[src/rtl/deq_pkg.sv]
`timescale 1ns / 1ps
// ----------------------------------------------------------------------------
// deq_pkg
// Shared types and constants of the double-ended queue unit.
// ----------------------------------------------------------------------------
package deq_pkg;

  localparam int DEPTH   = 1024;
  localparam int WORD_W  = 32;
  localparam int FUNC_W  = 3;
  localparam int COUNT_W = $clog2(DEPTH + 1);

  typedef logic signed [WORD_W-1:0] word_t;
  typedef logic [COUNT_W-1:0]       count_t;

  typedef enum logic [FUNC_W-1:0] {
    FUNC_PUSH_FRONT = 3'd0,
    FUNC_PUSH_BACK  = 3'd1,
    FUNC_POP_FRONT  = 3'd2,
    FUNC_POP_BACK   = 3'd3,
    FUNC_QUERY      = 3'd4
  } func_e;

  typedef enum logic [1:0] {
    SH_HOLD  = 2'd0,
    SH_RIGHT = 2'd1,
    SH_LEFT  = 2'd2
  } shift_e;

  typedef struct packed {
    shift_e a_shift;
    shift_e b_shift;
    shift_e m_shift;
    logic   a_tail_wr;
    logic   b_tail_wr;
  } cell_ctrl_t;

endpackage

[src/rtl/deq_ctrl.sv]
`timescale 1ns / 1ps
// ----------------------------------------------------------------------------
// deq_ctrl
// Operation decode, entry count and result register of the queue.
// ----------------------------------------------------------------------------
module deq_ctrl
  import deq_pkg::*;
(
  input  logic              clk_i,
  input  logic              rst_ni,
  input  logic              in_valid_i,
  output logic              in_stall_o,
  input  logic [FUNC_W-1:0] func_i,
  input  word_t             a_head_i,
  input  word_t             b_head_i,
  output cell_ctrl_t        ctrl_o,
  output logic              full_o,
  output logic              out_valid_o,
  input  logic              out_stall_i,
  output word_t             popped_o,
  output logic              pop_failed_o,
  output logic              push_rejected_o,
  output count_t            count_o
);

  logic   accept;
  logic   full, empty;
  func_e  func;
  logic   out_valid_q, out_valid_d;
  count_t count_q, count_d;
  word_t  popped_d, popped_q;
  logic   pop_failed_d, pop_failed_q;
  logic   rejected_d, rejected_q;

  assign in_stall_o = out_valid_q && out_stall_i;
  assign accept     = in_valid_i && !in_stall_o;
  assign full       = (count_q == COUNT_W'(DEPTH));
  assign empty      = (count_q == '0);
  assign func       = func_e'(func_i);

  always_comb begin
    ctrl_o       = '{a_shift: SH_HOLD, b_shift: SH_HOLD, m_shift: SH_HOLD,
                     a_tail_wr: 1'b0, b_tail_wr: 1'b0};
    count_d      = count_q;
    popped_d     = '0;
    pop_failed_d = 1'b0;
    rejected_d   = 1'b0;
    if (accept) begin
      case (func)
        FUNC_PUSH_FRONT: begin
          if (full) begin
            rejected_d = 1'b1;
          end else begin
            ctrl_o.a_shift   = SH_RIGHT;
            ctrl_o.b_tail_wr = 1'b1;
            ctrl_o.m_shift   = SH_RIGHT;
            count_d          = count_q + 1'b1;
          end
        end
        FUNC_PUSH_BACK: begin
          if (full) begin
            rejected_d = 1'b1;
          end else begin
            ctrl_o.b_shift   = SH_RIGHT;
            ctrl_o.a_tail_wr = 1'b1;
            ctrl_o.m_shift   = SH_RIGHT;
            count_d          = count_q + 1'b1;
          end
        end
        FUNC_POP_FRONT: begin
          if (empty) begin
            pop_failed_d = 1'b1;
          end else begin
            popped_d       = a_head_i;
            ctrl_o.a_shift = SH_LEFT;
            ctrl_o.m_shift = SH_LEFT;
            count_d        = count_q - 1'b1;
          end
        end
        FUNC_POP_BACK: begin
          if (empty) begin
            pop_failed_d = 1'b1;
          end else begin
            popped_d       = b_head_i;
            ctrl_o.b_shift = SH_LEFT;
            ctrl_o.m_shift = SH_LEFT;
            count_d        = count_q - 1'b1;
          end
        end
        default: begin
        end
      endcase
    end
  end

  always_comb begin
    if (accept) begin
      out_valid_d = 1'b1;
    end else if (out_stall_i) begin
      out_valid_d = out_valid_q;
    end else begin
      out_valid_d = 1'b0;
    end
  end

  always_ff @(posedge clk_i or negedge rst_ni) begin
    if (!rst_ni) begin
      out_valid_q <= 1'b0;
      count_q     <= '0;
    end else begin
      out_valid_q <= out_valid_d;
      count_q     <= count_d;
    end
  end

  always_ff @(posedge clk_i) begin
    if (accept) begin
      popped_q     <= popped_d;
      pop_failed_q <= pop_failed_d;
      rejected_q   <= rejected_d;
    end
  end

  assign full_o          = full;
  assign out_valid_o     = out_valid_q;
  assign popped_o        = popped_q;
  assign pop_failed_o    = pop_failed_q;
  assign push_rejected_o = rejected_q;
  assign count_o         = count_q;

endmodule

[config.mk]
export PLATFORM = sky130hd
export DESIGN_NAME = deq_ctrl
export DESIGN_NICKNAME = d
export VERILOG_FILES = /design/src/rtl/deq_pkg.sv /design/src/rtl/deq_ctrl.sv
export SDC_FILE = /design/constraint.sdc
export NUM_CORES = 1
export LEC_CHECK = 0
export BUFFER_PORTS_ARGS = -buffer_cell sky130_fd_sc_hd__buf_2
export CAP_MARGIN = 20
export CORE_ASPECT_RATIO = 1.25
export CORE_UTILIZATION = 35
export DETAILED_ROUTE_END_ITERATION = 10
export PLACE_DENSITY = 0.67
export SETUP_SLACK_MARGIN = 0.5
export SYNTH_ARGS = -nofsm -noshare
export SYNTH_HDL_FRONTEND = slang
export SYNTH_SLANG_ARGS = --single-unit
[constraint.sdc]
create_clock -name clk_i -period 4.12 [get_ports clk_i]
set_input_delay 0.206 -clock clk_i [delete_from_list [all_inputs] [get_ports clk_i]]
set_output_delay 0.206 -clock clk_i [all_outputs]
set_load 0.02 [all_outputs]
**Yosys cells after proc, flatten, opt, wreduce, memory -nomap -nowiden**

Index checks and enable logic that the tools add are counted.

- Register bits after elaboration: 46
- Latch bits: 0
- Memory bits (writable): 0
- ROM bits: 0
- Input bits: 71
- Word-level logic and storage cells: 44
- Memories kept: 0

- Add/subtract/negate cells: 2
- Multiply operators: 0
- Divide/modulo/power cells: 0
- $lt $le $gt $ge: 0
- Eq/ne operators: 7
- Shift operators: 0
- Muxes and demuxes: 21
- Bitwise gates (word level): 0
- Reductions and logical operators: 9

Operator list:

| kind | number |
|---|---|
| two-way mux 32 bit | 2 |
| case mux 32 bit (2 select lines) | 1 |
| two-way mux 11 bit | 2 |
| case mux 11 bit (2 select lines) | 1 |
| adder 11 x 1 -> 11 bit (second input constant) | 1 |
| equality test 11 bit (second input constant) | 1 |
| logical NOT 11 bit | 1 |
| subtractor 11 x 1 -> 11 bit (second input constant) | 1 |
| two-way mux 1 bit | 8 |
| two-way mux 4 bit | 2 |
| two-way mux 8 bit | 1 |
| case mux 2 bit (2 select lines) | 2 |
| case mux 2 bit (4 select lines) | 1 |
| equality test 3 x 2 -> 1 bit (second input constant) | 2 |
| inequality test 2 bit (second input constant) | 2 |
| AND reduction 4 bit | 1 |
| OR reduction 2 bit | 2 |
| equality test 3 x 1 -> 1 bit (second input constant) | 1 |
| logical NOT 3 bit | 1 |
| logical AND 1 bit | 2 |
| two-way mux 2 bit | 1 |
| inequality test 2 x 1 -> 1 bit (second input constant) | 1 |
| nonzero test 2 bit | 1 |
| logical NOT 1 bit | 1 |

**Longest topological paths before layout**

Gate-level depths: netlist of run 1.

- Word-level depth: 4
- Mapped depth: 9

**Worst setup path before layout of run 1**

Ideal clock, no wire load.

- Kind: input to register
- Start: input func_i[1]
- End: register count_q[10] (netlist: count_o[10])
- Setup time: 0.142 ns
- Data arrival time: 2.152 ns
- Data required time: 3.978 ns
- Setup slack: 1.826 ns
- Cell stages on the path: 9
- Cell sequence: clkbuf_1 and2b_1 ha_1 a211oi_1 o21bai_1 a21oi_1 o31ai_1 a32oi_1 o221ai_1

- Longest elaborated chain between the ends: 4
- Elaborated cells between the ends (all ways): 11

Ends and longest elaborated chain:

| item | line | source |
|---|---|---|
| start, declared | deq_ctrl.sv:13 | `input logic [FUNC_W-1:0] func_i,` |
| equality test 3 x 2 -> 1 bit, or another cell as far along | deq_ctrl.sv:49 | `case (func)` |
| OR reduction 2 bit (no line) | n/a |  |
| inequality test 2 bit (no line) / nonzero test 2 bit (equally long branches) | n/a |  |
| AND reduction 4 bit (no line) | n/a |  |
| end signal, assigned | deq_ctrl.sv:112 | `count_q <= count_d;` |
| end, declared | deq_ctrl.sv:30 | `count_t count_q, count_d;` |

Parallel ways exist; a longest one is shown, timed or not.
A chain may end at the register's enable or synchronous reset.

==> results of run 1 <==
==> state kept, by name (all words and copies together) (netlist names) <==
name	count
out_valid_o	1
popped_o	32
count_o	11
pop_failed_o	1
push_rejected_o	1
==> synth_stat cells (all sizes together) <==
cell type,count
edfxtp,34
inv,6
o21ai,14
a21o,1
o211ai,1
nor2,42
buf,7
xor2,4
ha,9
xnor2,6
o221ai,1
nand2b,1
and2,3
mux2,1
nor3,3
a32oi,1
nand4bb,1
fa,1
or4,1
nor4,4
o21bai,2
a21oi,8
and2b,1
clkbuf,3
nor3b,1
dfrtp,12
a211oi,2
o31ai,2
mux2i,33
nand3,3
nand2,14
==> worst max path at each step <==
stage                        to  slack [ns]  cells past startpoint
finish                ctrl_o[5]        1.41                      6
global route          ctrl_o[5]        1.17                      6
CTS                   ctrl_o[5]        1.32                      6
detailed placement  count_o[10]        1.60                      9
global placement    count_o[10]        1.66                      9
floorplan           count_o[10]        1.83                      9
==> critical path: cells and delay by family, from the launching register on <==
family / cells / cell delay, ns
AOI/OAI and AO/OA: 1 / 0.74
and+or+nand+nor: 4 / 0.86
buffers and inverters: 1 / 0.15
DFF: 1 / 0.46
==> what timing repair did <==
item                                   4_1_cts  5_1_grt
setup buffers                                0        0
hold buffers                                 1        0
endpoints found under the hold margin       12        0
==> metrics by stage <==
step                std cells  hold WS [ns]  util [%]
floorplan                 222       -0.0896         -
global placement          429         0.108      46.3
detailed placement        430         0.108      46.7
CTS                       439         0.118      48.5
global route              439         0.113      48.5
finish                    439         0.117      48.5
==> layout make-up <==
class	instances	area [um^2]
Clock buffer	5	68.8
Clock inverter	3	43.8
Fill cell	643	3570
Inverter	6	22.5
Multi-Input combinational cell	160	1120
Sequential cell	46	1320
Tap cell	90	113
Timing Repair Buffer	129	676
==> metal layers <==
layer | part of all wire [%] | up-vias | global-route usage (%)
met5 | 0 | - | 0
met4 | 0.99 | 0 | 4.06
met3 | 8.5 | 6 | 3.30
met2 | 47 | 103 | 27.6
met1 | 43 | 956 | 18.6
li1 | - | 1048 | -
==> report_power, final <==
group	switching [W]	internal (W)	total, W
sequential	0.0000797	0.000573	0.000652
clock	0.000151	0.000182	0.000333
combinational	0.000343	0.000242	0.000585
total	0.000574	0.000997	0.00157
==> layout by cell type (no fill, tap or decap), types with 2 or more instances in the layout <==
cell type	count
o31ai_1	2
nand3_1	2
o21ai_0	11
o21ai_4	2
edfxtp_1	34
nor3_1	3
nor4_1	2
mux2i_1	33
nor4_2	2
ha_1	9
o21bai_1	2
buf_2	126
a211oi_1	2
inv_1	6
clkbuf_8	5
nor2_1	41
xnor2_1	6
and2_1	3
nand2_1	14
xor2_1	4
a21oi_1	8
dfrtp_1	12
==> logic make-up (layout without fill, tap and decap cells) <==
group	after synthesis	after routing
fa+ha+maj	10	10
buf+inv	16	143
mux	34	34
compound gates	32	32
flops	46	46
simple gates	74	74
xor+xnor	10	10
==> parameters.txt, run 1 <==
Parameter                              Value

Timing
  Max-slew violation count    0
  RSZ-0062 raised after global routing    no
  Worst slew margin relative to its limit    between 30 and 40%
  Max Fclk    around 370 MHz
  Actual transition at the worst max-transition pin    roughly 1.0 ns
  Worst Setup Slack, final    between 1 and 1.5 ns
  Clock period minus worst slack    ~2.7 ns
  Number of endpoints failing setup at the final stage    0
  Fin. Hold Viols    0
  Fraction of the cycle the final worst path needs    65.9%
  Setup total negative slack    0 ns
  Final worst clock skew    ~0.0079 ns

Routing
  Total via count after detailed routing    around 2.1k
  Via-to-Cell Ratio    between 4 and 5
  Number of detailed-route iterations in the first pass    4
  Total wirelength of the detailed-routed design    between 5000 and 6000 um
  Number of DRC violations after detailed routing    0
  Number of nets still failing antenna checks after routing    0
  Initial DRC count    65
  Routed wire length per instance    between 10 and 15 um

Floorplan
  Die Area    roughly 7500 um^2
  Starting Density    between 30% and 40%
  Io pins    127
  Horizontal die dimension    between 70 and 80 um
  Placeable core region    between 6000 and 7000 um^2
  Row Count    34
  Die height    roughly 97 um

Synthesis
  Library cells used by synthesis    37
  Complex-gate fraction of the synthesized area    8.37%
  Simple-gate area share of the yosys netlist    13.7%
  Cell types with the largest area share after synthesis    edfxtp_1, mux2i_1, dfrtp_1
  Number of synthesis warnings    0
  Avg Inst Size Synth    between 10 and 15 um^2
  Synth Instances    between 200 and 250
  Cell type with the highest aggregate area in the netlist    edfxtp_1
  Flip-flop and latch count after synthesis    46
  Number of nets produced by synthesis    between 300 and 400
  Post-synthesis instance area    about 2500 um^2
  Adder-Cell Fraction of Synth Area    approximately 5.3%
  Area fraction of the dominant cell type after synthesis    between 40% and 50%
  Seq/Total Area, Yosys    roughly 53%
  Area share of xor/xnor cells in the synthesized design    ~3.5%
  Largest family of logic cells by synthesized area    simple AND/OR/NAND/NOR gates
  Mux share of post-synthesis cell area    between 10% and 20%

Hold path
  End point of the most critical hold path    out_valid_o
  Class of the worst hold path    in2reg
  Hold depth    2
  Hold path startpoint    in_valid_i

Critical path
  Flop-to-flop setup slack    about 1.8 ns
  Critical-path cell list    nor4_2 -> nand3_2 -> o21ai_4 -> nor2_2 -> and2_1 -> buf_2
  Arrival time of data at the critical path endpoint    between 2 and 3 ns
  Startpoint kind of the worst setup timing path    flip-flop
  Crit path kind    reg2out
  Endpoint required time on the critical path    about 3.9 ns
  Cell depth of the worst flop-to-flop path    6
  Critical R2R Launch    count_o[0]
  Critical path's slowest cell    o21ai_4
  Maximum net fanout on the critical path    34
  CP startpoint    count_o[0]
  Kind of end point of the critical path    output port
  Highest cell delay on the worst timing path    around 0.74 ns
  Endpoint of the most critical register-to-register path    count_o[10]

Place
  IO Port Bufs    126
  Hpwl dp    between 4000 and 5000 um
  Gp weighted congestion    0.932
  Cell area after placement    3240 um^2
  Post-Place Setup Slack    1.60 ns

Global routing
  GRT overflow    0
  Number of global-route vias before repair    ~2.0k
  Wire length of the first global-routing pass    ~9200 um
  Pin count of the biggest net entering global routing    39
  Number of antenna violations at the first check in global routing    0
  Global-route total usage across every layer    between 15 and 20%

Clock tree
  Clk root buf    clkbuf_8
  Insertion delay of the later-clocked pin in the worst-skew pair    about 0.29 ns
  Clock sink count    46
  Clock-pin slew on the worst setup and hold paths    around 0.090 ns
  Inserted Clock Buffers    5
  Count of H-tree levels built during CTS    2
  Clock tree from TritonCTS    built
  Maximum count of clock buffers along a single path    2
  Gates resized, CTS repair    0

Power
  Power per unit of standard cell area    around 470 nW/um^2
  Cell leakage power    1.62 nW
  Total power of the final layout    0.00157 W
  Worst vdd rail ir drop    about 290 uV

Cells and area
  Post-layout instance area    ~3400 um^2
  Count of inserted antenna diode cells    0
  Layout overhead on the synthesized area    33.8%
  Net count of the finished layout    ~430
  Share of post-route cells with drive strength above 1    just over 40%

Job
  Max-cap viol count    0

Outcome
  Status    finished clean
Note: power is estimated with default switching activity, not from simulation.
==> run 2, diff against run 1 <==
==> constraint.sdc (replaced) <==
create_clock -name clk_i -period 2.58 [get_ports clk_i]
set_input_delay 0.129 -clock clk_i [delete_from_list [all_inputs] [get_ports clk_i]]
set_output_delay 0.129 -clock clk_i [all_outputs]
set_load 0.02 [all_outputs]
==> parameters.txt, run 2 (synthesis gave the netlist of run 1 again) <==
Parameter                              Value

Cells and area
  Share of post-route cells with drive strength above 1    50.1% (+9.2 points)
  Count of inserted antenna diode cells    0 (unchanged)
  Layout overhead on the synthesized area    42.7%
  Final instance count without filler cells    457 (+4.1%)
  Most common cell after layout, fill and taps aside    buf_2
  Max reg flops    32 (unchanged)
  Post-layout instance area    3580 um^2 (+6.7%)
  Commonest cells after routing, fill and taps aside    buf_2, nor2_1, edfxtp_1
  Net count of the finished layout    447 (+4.2%)

Critical path
  Crit path kind    reg2out
  Endpoint required time on the critical path    2.45 ns (-1.46 ns)
  Kind of end point of the critical path    output port
  Arrival time of data at the critical path endpoint    1.88 ns (-0.63 ns)
  Maximum net fanout on the critical path    4 (-88%)
  Startpoint kind of the worst setup timing path    flip-flop

Global routing
  GRT overflow    0 (unchanged)
  Number of global-route vias before repair    2031 (+1.3%)
  Pin count of the biggest net entering global routing    25 (-36%)
  Wire length of the first global-routing pass    9760 um (+6.2%)
  Global-route total usage across every layer    16.6% (+1.1 points)
  Number of antenna violations at the first check in global routing    0 (unchanged)

Routing
  Number of detailed-route iterations in the first pass    6 (+2)
  Total wirelength of the detailed-routed design    6150 um (+7.1%)
  Initial DRC count    51 (-22%)
  Routed wire length per instance    13.4 um (+2.9%)
  Total via count after detailed routing    2213 (+4.7%)
  Number of DRC violations after detailed routing    0 (unchanged)
  Number of nets still failing antenna checks after routing    0 (unchanged)
  Via-to-Cell Ratio    4.84 (+0.61%)

Place
  Number of cells in the design after placement    433 (+0.70%)
  Cell area after placement    3270 um^2 (+1.0%)
  IO Port Bufs    126 (unchanged)
  Hpwl dp    4640 um (+7.3%)
  Gp weighted congestion    0.847 (-9.1%)
  Post-Place Setup Slack    0.322 ns (-1.28 ns)

Timing
  Setup total negative slack    0 ns (unchanged)
  Actual transition at the worst max-transition pin    0.587 ns (-0.422 ns)
  Fin. Hold Viols    0 (unchanged)
  Worst slew margin relative to its limit    60.9% (+28 points)
  Clock period minus worst slack    ~2.0 ns
  Number of endpoints failing setup at the final stage    0 (unchanged)
  Worst Setup Slack, final    0.575 ns (-0.831 ns)
  Max-slew violation count    0 (unchanged)
  RSZ-0062 raised after global routing    yes
  Max Fclk    around 500 MHz
  Final worst clock skew    0.00621 ns (-0.00166 ns)
  Fraction of the cycle the final worst path needs    77.7%

Floorplan
  Starting Density    36.2% (unchanged)
  Die height    96.7 um (unchanged)
  Io pins    127 (unchanged)
  Placeable core region    6930 um^2 (unchanged)
  Horizontal die dimension    77.8 um (unchanged)
  Row Count    34 (unchanged)
  Die Area    7520 um^2 (unchanged)

Power
  Switching part of the total    36.9% (+0.35 points)
  Part of the power in combinational logic    40.9% (+3.6 points)
  Internal Power    0.00171 W (+72%)
  Net switching power    0.00100 W (+75%)
  Clk network pwr share    19.5% (-1.7 points)
  Total power of the final layout    0.00272 W (+73%)
  Worst vdd rail ir drop    517 uV (+80%)
  Cell leakage power    1.70 nW (+4.9%)
  Power per unit of standard cell area    758 nW/um^2 (+62%)
  Part of the total power dissipated in sequential elements    39.5% (-2.1 points)

Clock tree
  Insertion delay of the later-clocked pin in the worst-skew pair    0.29 ns (about the same)
  Count of H-tree levels built during CTS    2 (unchanged)
  Clock tree from TritonCTS    built
  Clock sink count    46 (unchanged)
  Maximum count of clock buffers along a single path    2 (unchanged)
  Inserted Clock Buffers    5 (unchanged)
  Clk root buf    clkbuf_8
  Clock-pin slew on the worst setup and hold paths    0.09 ns (about the same)

Outcome
  Status    finished clean

Job
  Max-cap viol count    0 (unchanged)

Hold path
  Class of the worst hold path    in2reg
==> run 2: worst max-delay path, stage by stage (launching register included) <==
cell     delay, ns
dfrtp_2       0.43
nor4_4        0.07
nand3_2       0.15
nor2_4        0.06
or4_4         0.54
inv_2         0.08
and2_4        0.14
buf_6         0.11
==> run 2: final cells by class <==
cell class / instances / area (um^2)
Tap cell: 90 / 113
Multi-Input combinational cell: 160 / 1180
Inverter: 6 / 22.5
Fill cell: 635 / 3350
Clock buffer: 5 / 68.8
Clock inverter: 3 / 43.8
Sequential cell: 46 / 1330
Timing Repair Buffer: 147 / 828
==> run 2: final timing paths <==
kind | startpoint | slack (ns) | endpoint | depth (start not counted)
setup / recovery | count_o[4] | 0.57 | ctrl_o[1] | 7
hold / removal | in_valid_i | 0.05 | out_valid_o | 2
setup reg to reg | count_o[1] | 0.60 | count_o[10] | 7
hold reg to reg | out_valid_o | 0.55 | out_valid_o | 2
max in group asynchronous | rst_ni | 2.10 | count_o[0] | 2
min in group asynchronous | rst_ni | 0.24 | count_o[9] | 2
==> run 2: metrics by stage <==
step,utilization (%),hold slack [ns]
floorplan,-,-0.167
global placement,47.2,0.0262
detailed placement,47.2,0.0295
CTS,49.7,0.0313
global route,51.7,0.0403
finish,51.7,0.0464
==> run 2: what timing repair did <==
item	in CTS	in global routing
resized for setup	7	21
pin swaps	4	9
setup endpoints to repair	10	11
cloned	0	0
buffers inserted	4	11
hold buffers	1	0
hold endpoints to repair	12	0
==> run 2: power by group through the flow <==
stage                     sequential (W)  clock, W  combinational, W
final                            0.00107  0.000531           0.00111
after global routing             0.00109  0.000582           0.00122
after CTS                        0.00106  0.000559           0.00100
after detailed placement         0.00106         0          0.000954
after global placement           0.00106         0          0.000935
after floorplan                  0.00117         0          0.000525
==> run 2: layer usage <==
| metal | vias up | GRT usage [%] | share of wire (%) |
|---|---|---|---|
| met5 | - | 0 | 0 |
| met4 | 0 | 4.93 | 1.1 |
| met3 | 7 | 3.96 | 8.5 |
| met2 | 115 | 28.7 | 50 |
| met1 | 1006 | 20.2 | 41 |
| li1 | 1085 | - | - |
==> run 3, diff against run 2 <==
==> constraint.sdc (replaced) <==
create_clock -name clk_i -period 2.05 [get_ports clk_i]
set_input_delay 0.1025 -clock clk_i [delete_from_list [all_inputs] [get_ports clk_i]]
set_output_delay 0.1025 -clock clk_i [all_outputs]
set_load 0.02 [all_outputs]
==> parameters.txt, run 3 (synthesis gave the netlist of run 1 again) <==
Parameter                              Value

Power
  Worst vdd rail ir drop    593 uV (+15%)
  Part of the total power dissipated in sequential elements    37.2% (-2.3 points)
  Internal Power    0.00220 W (+28%)
  Total power of the final layout    0.00356 W (+31%)
  Power per unit of standard cell area    844 nW/um^2 (+11%)
  Net switching power    0.00136 W (+35%)
  Part of the power in combinational logic    47.8% (+6.9 points)
  Clk network pwr share    15.1% (-4.4 points)
  Switching part of the total    38.1% (+1.2 points)
  Cell leakage power    1.93 nW (+14%)

Critical path
  Endpoint required time on the critical path    1.95 ns (-0.50 ns)
  Critical-path cell list    nand2_1 -> nand2_2 -> or4_4 -> buf_4 -> nor2_2 -> buf_6
  Crit path kind    reg2out
  Maximum net fanout on the critical path    3 (-1)
  Startpoint kind of the worst setup timing path    flip-flop
  Critical path's slowest cell    or4_4
  Highest cell delay on the worst timing path    0.53 ns (about the same)
  Total buffers and inverters traversed by the critical path    2 (unchanged)
  Arrival time of data at the critical path endpoint    1.84 ns (-0.04 ns)
  Crit-path leading delay family    simple AND/OR/NAND/NOR gates
  Kind of end point of the critical path    output port

Timing
  RSZ-0062 raised after global routing    yes
  Fraction of the cycle the final worst path needs    between 90% and 100%
  Worst slew margin relative to its limit    74.7% (+14 points)
  Number of endpoints failing setup at the final stage    0 (unchanged)
  Fin. Hold Viols    0 (unchanged)
  Actual transition at the worst max-transition pin    0.379 ns (-0.208 ns)
  Setup total negative slack    0 ns (unchanged)
  Max Fclk    between 500 and 600 MHz
  Final worst clock skew    0.00594 ns (-0.000266 ns)
  Max-slew violation count    0 (unchanged)
  Clock period minus worst slack    a little under 2 ns

Outcome
  Status    finished clean

Cells and area
  Max reg flops    32 (unchanged)
  Commonest cells after routing, fill and taps aside    buf_2, edfxtp_1, mux2i_1
  Net count of the finished layout    475 (+6.3%)
  Share of post-route cells with drive strength above 1    64.1% (+14 points)
  Layout overhead on the synthesized area    67.9%
  Final Util    60.8% (+9.1 points)
  Number of fill cells in the layout    553 (-13%)
  Post-layout instance area    4220 um^2 (+18%)
  Most common cell after layout, fill and taps aside    buf_2
  FF/Latch Area    1330 um^2 (about the same)
  Count of inserted antenna diode cells    0 (unchanged)
  Area of the multi-input gates    1360 um^2 (+16%)

Routing
  Initial DRC count    54 (+5.9%)
  Total via count after detailed routing    2326 (+5.1%)
  Via-to-Cell Ratio    4.80 (-0.96%)
  Number of detailed-route iterations in the first pass    4 (-2)
  Number of DRC violations after detailed routing    0 (unchanged)
  Total wirelength of the detailed-routed design    6940 um (+13%)
  Routed wire length per instance    14.3 um (+6.5%)
  Number of nets still failing antenna checks after routing    0 (unchanged)

Floorplan
  Starting Density    36.2% (unchanged)
  Row Count    34 (unchanged)
  Horizontal die dimension    77.8 um (unchanged)
  Io pins    127 (unchanged)
  Die Area    7520 um^2 (unchanged)
  Placeable core region    6930 um^2 (unchanged)
  Die height    96.7 um (unchanged)

Place
  Hpwl dp    4700 um (+1.4%)
  IO Port Bufs    126 (unchanged)
  Gp weighted congestion    0.934 (+10%)
  Cell area after placement    3360 um^2 (+2.6%)

Job
  Max-cap viol count    0 (unchanged)

Clock tree
  Insertion delay of the later-clocked pin in the worst-skew pair    0.29 ns (about the same)
  Clock sink count    46 (unchanged)
  Clock-pin slew on the worst setup and hold paths    0.09 ns (about the same)
  Clk root buf    clkbuf_8
  Inserted Clock Buffers    5 (unchanged)
  Maximum count of clock buffers along a single path    2 (unchanged)
  Count of H-tree levels built during CTS    2 (unchanged)
  Clock tree from TritonCTS    built

Global routing
  Global-route total usage across every layer    18.5% (+1.9 points)
  Number of antenna violations at the first check in global routing    0 (unchanged)
  Number of global-route vias before repair    2306 (+14%)
  Pin count of the biggest net entering global routing    29 (+16%)
  GRT overflow    0 (unchanged)
  Wire length of the first global-routing pass    10700 um (+9.8%)

Hold path
  Class of the worst hold path    in2reg
## run 3: layer usage
| layer | share of wire (%) | vias up | track usage [%] |
|---|---|---|---|
| li1 | - | 1136 | - |
| met1 | 38 | 1084 | 19.9 |
| met2 | 54 | 98 | 35.3 |
| met3 | 6.8 | 8 | 3.68 |
| met4 | 1.6 | 0 | 5.81 |
| met5 | 0 | - | 0 |
## run 3: stage by stage
stage          std cells  hold WS (ns)  worst slack (ns)
2_1_floorplan        222        -0.193             0.204
3_3_place_gp         436       0.00630            0.0925
3_5_place_dp         436       0.00801            0.0225
4_1_cts              471        0.0219            0.0763
5_1_grt              485        0.0214            0.0102
6_report             485        0.0222             0.107
## run 3: worst paths after layout
kind	from	endpoint	slack, ns	depth (start not counted)
worst max-delay path	out_valid_o	ctrl_o[0]	0.11	6
worst min-delay path	in_valid_i	out_valid_o	0.02	2
worst max register to register	count_o[1]	count_o[9]	0.16	8
worst min register to register	count_o[9]	count_o[9]	0.55	2
max in group asynchronous	rst_ni	count_o[10]	1.56	2
min in group asynchronous	rst_ni	out_valid_o	0.24	2
## run 3: cell type report
class	count	share of cell area, %
multi-input cells	160	32.3
clock inverters	3	0.504
clock buffers	5	1.63
inverters	6	0.682
well taps	90	2.67
flip-flops and latches	46	31.6
repair buffers	175	30.6
## run 3: power groups by stage
stage / Sequential, W / Combinational [W] / Clock (W)
2_1_floorplan: 0.00149 / 0.000733 / 0
3_3_place_gp: 0.00134 / 0.00124 / 0
3_5_place_dp: 0.00135 / 0.00127 / 0
4_1_cts: 0.00131 / 0.00160 / 0.000554
5_1_grt: 0.00134 / 0.00184 / 0.000598
6_report: 0.00132 / 0.00170 / 0.000537
## run 3: what timing repair did
| action | CTS | global route |
|---|---|---|
| hold buffers | 1 | 0 |
| pin swaps | 24 | 12 |
| setup buffers | 20 | 14 |
| resized for setup | 54 | 49 |
| setup endpoints to repair | 52 | 76 |
| gates cloned | 6 | 0 |
| hold endpoints to repair | 12 | 0 |
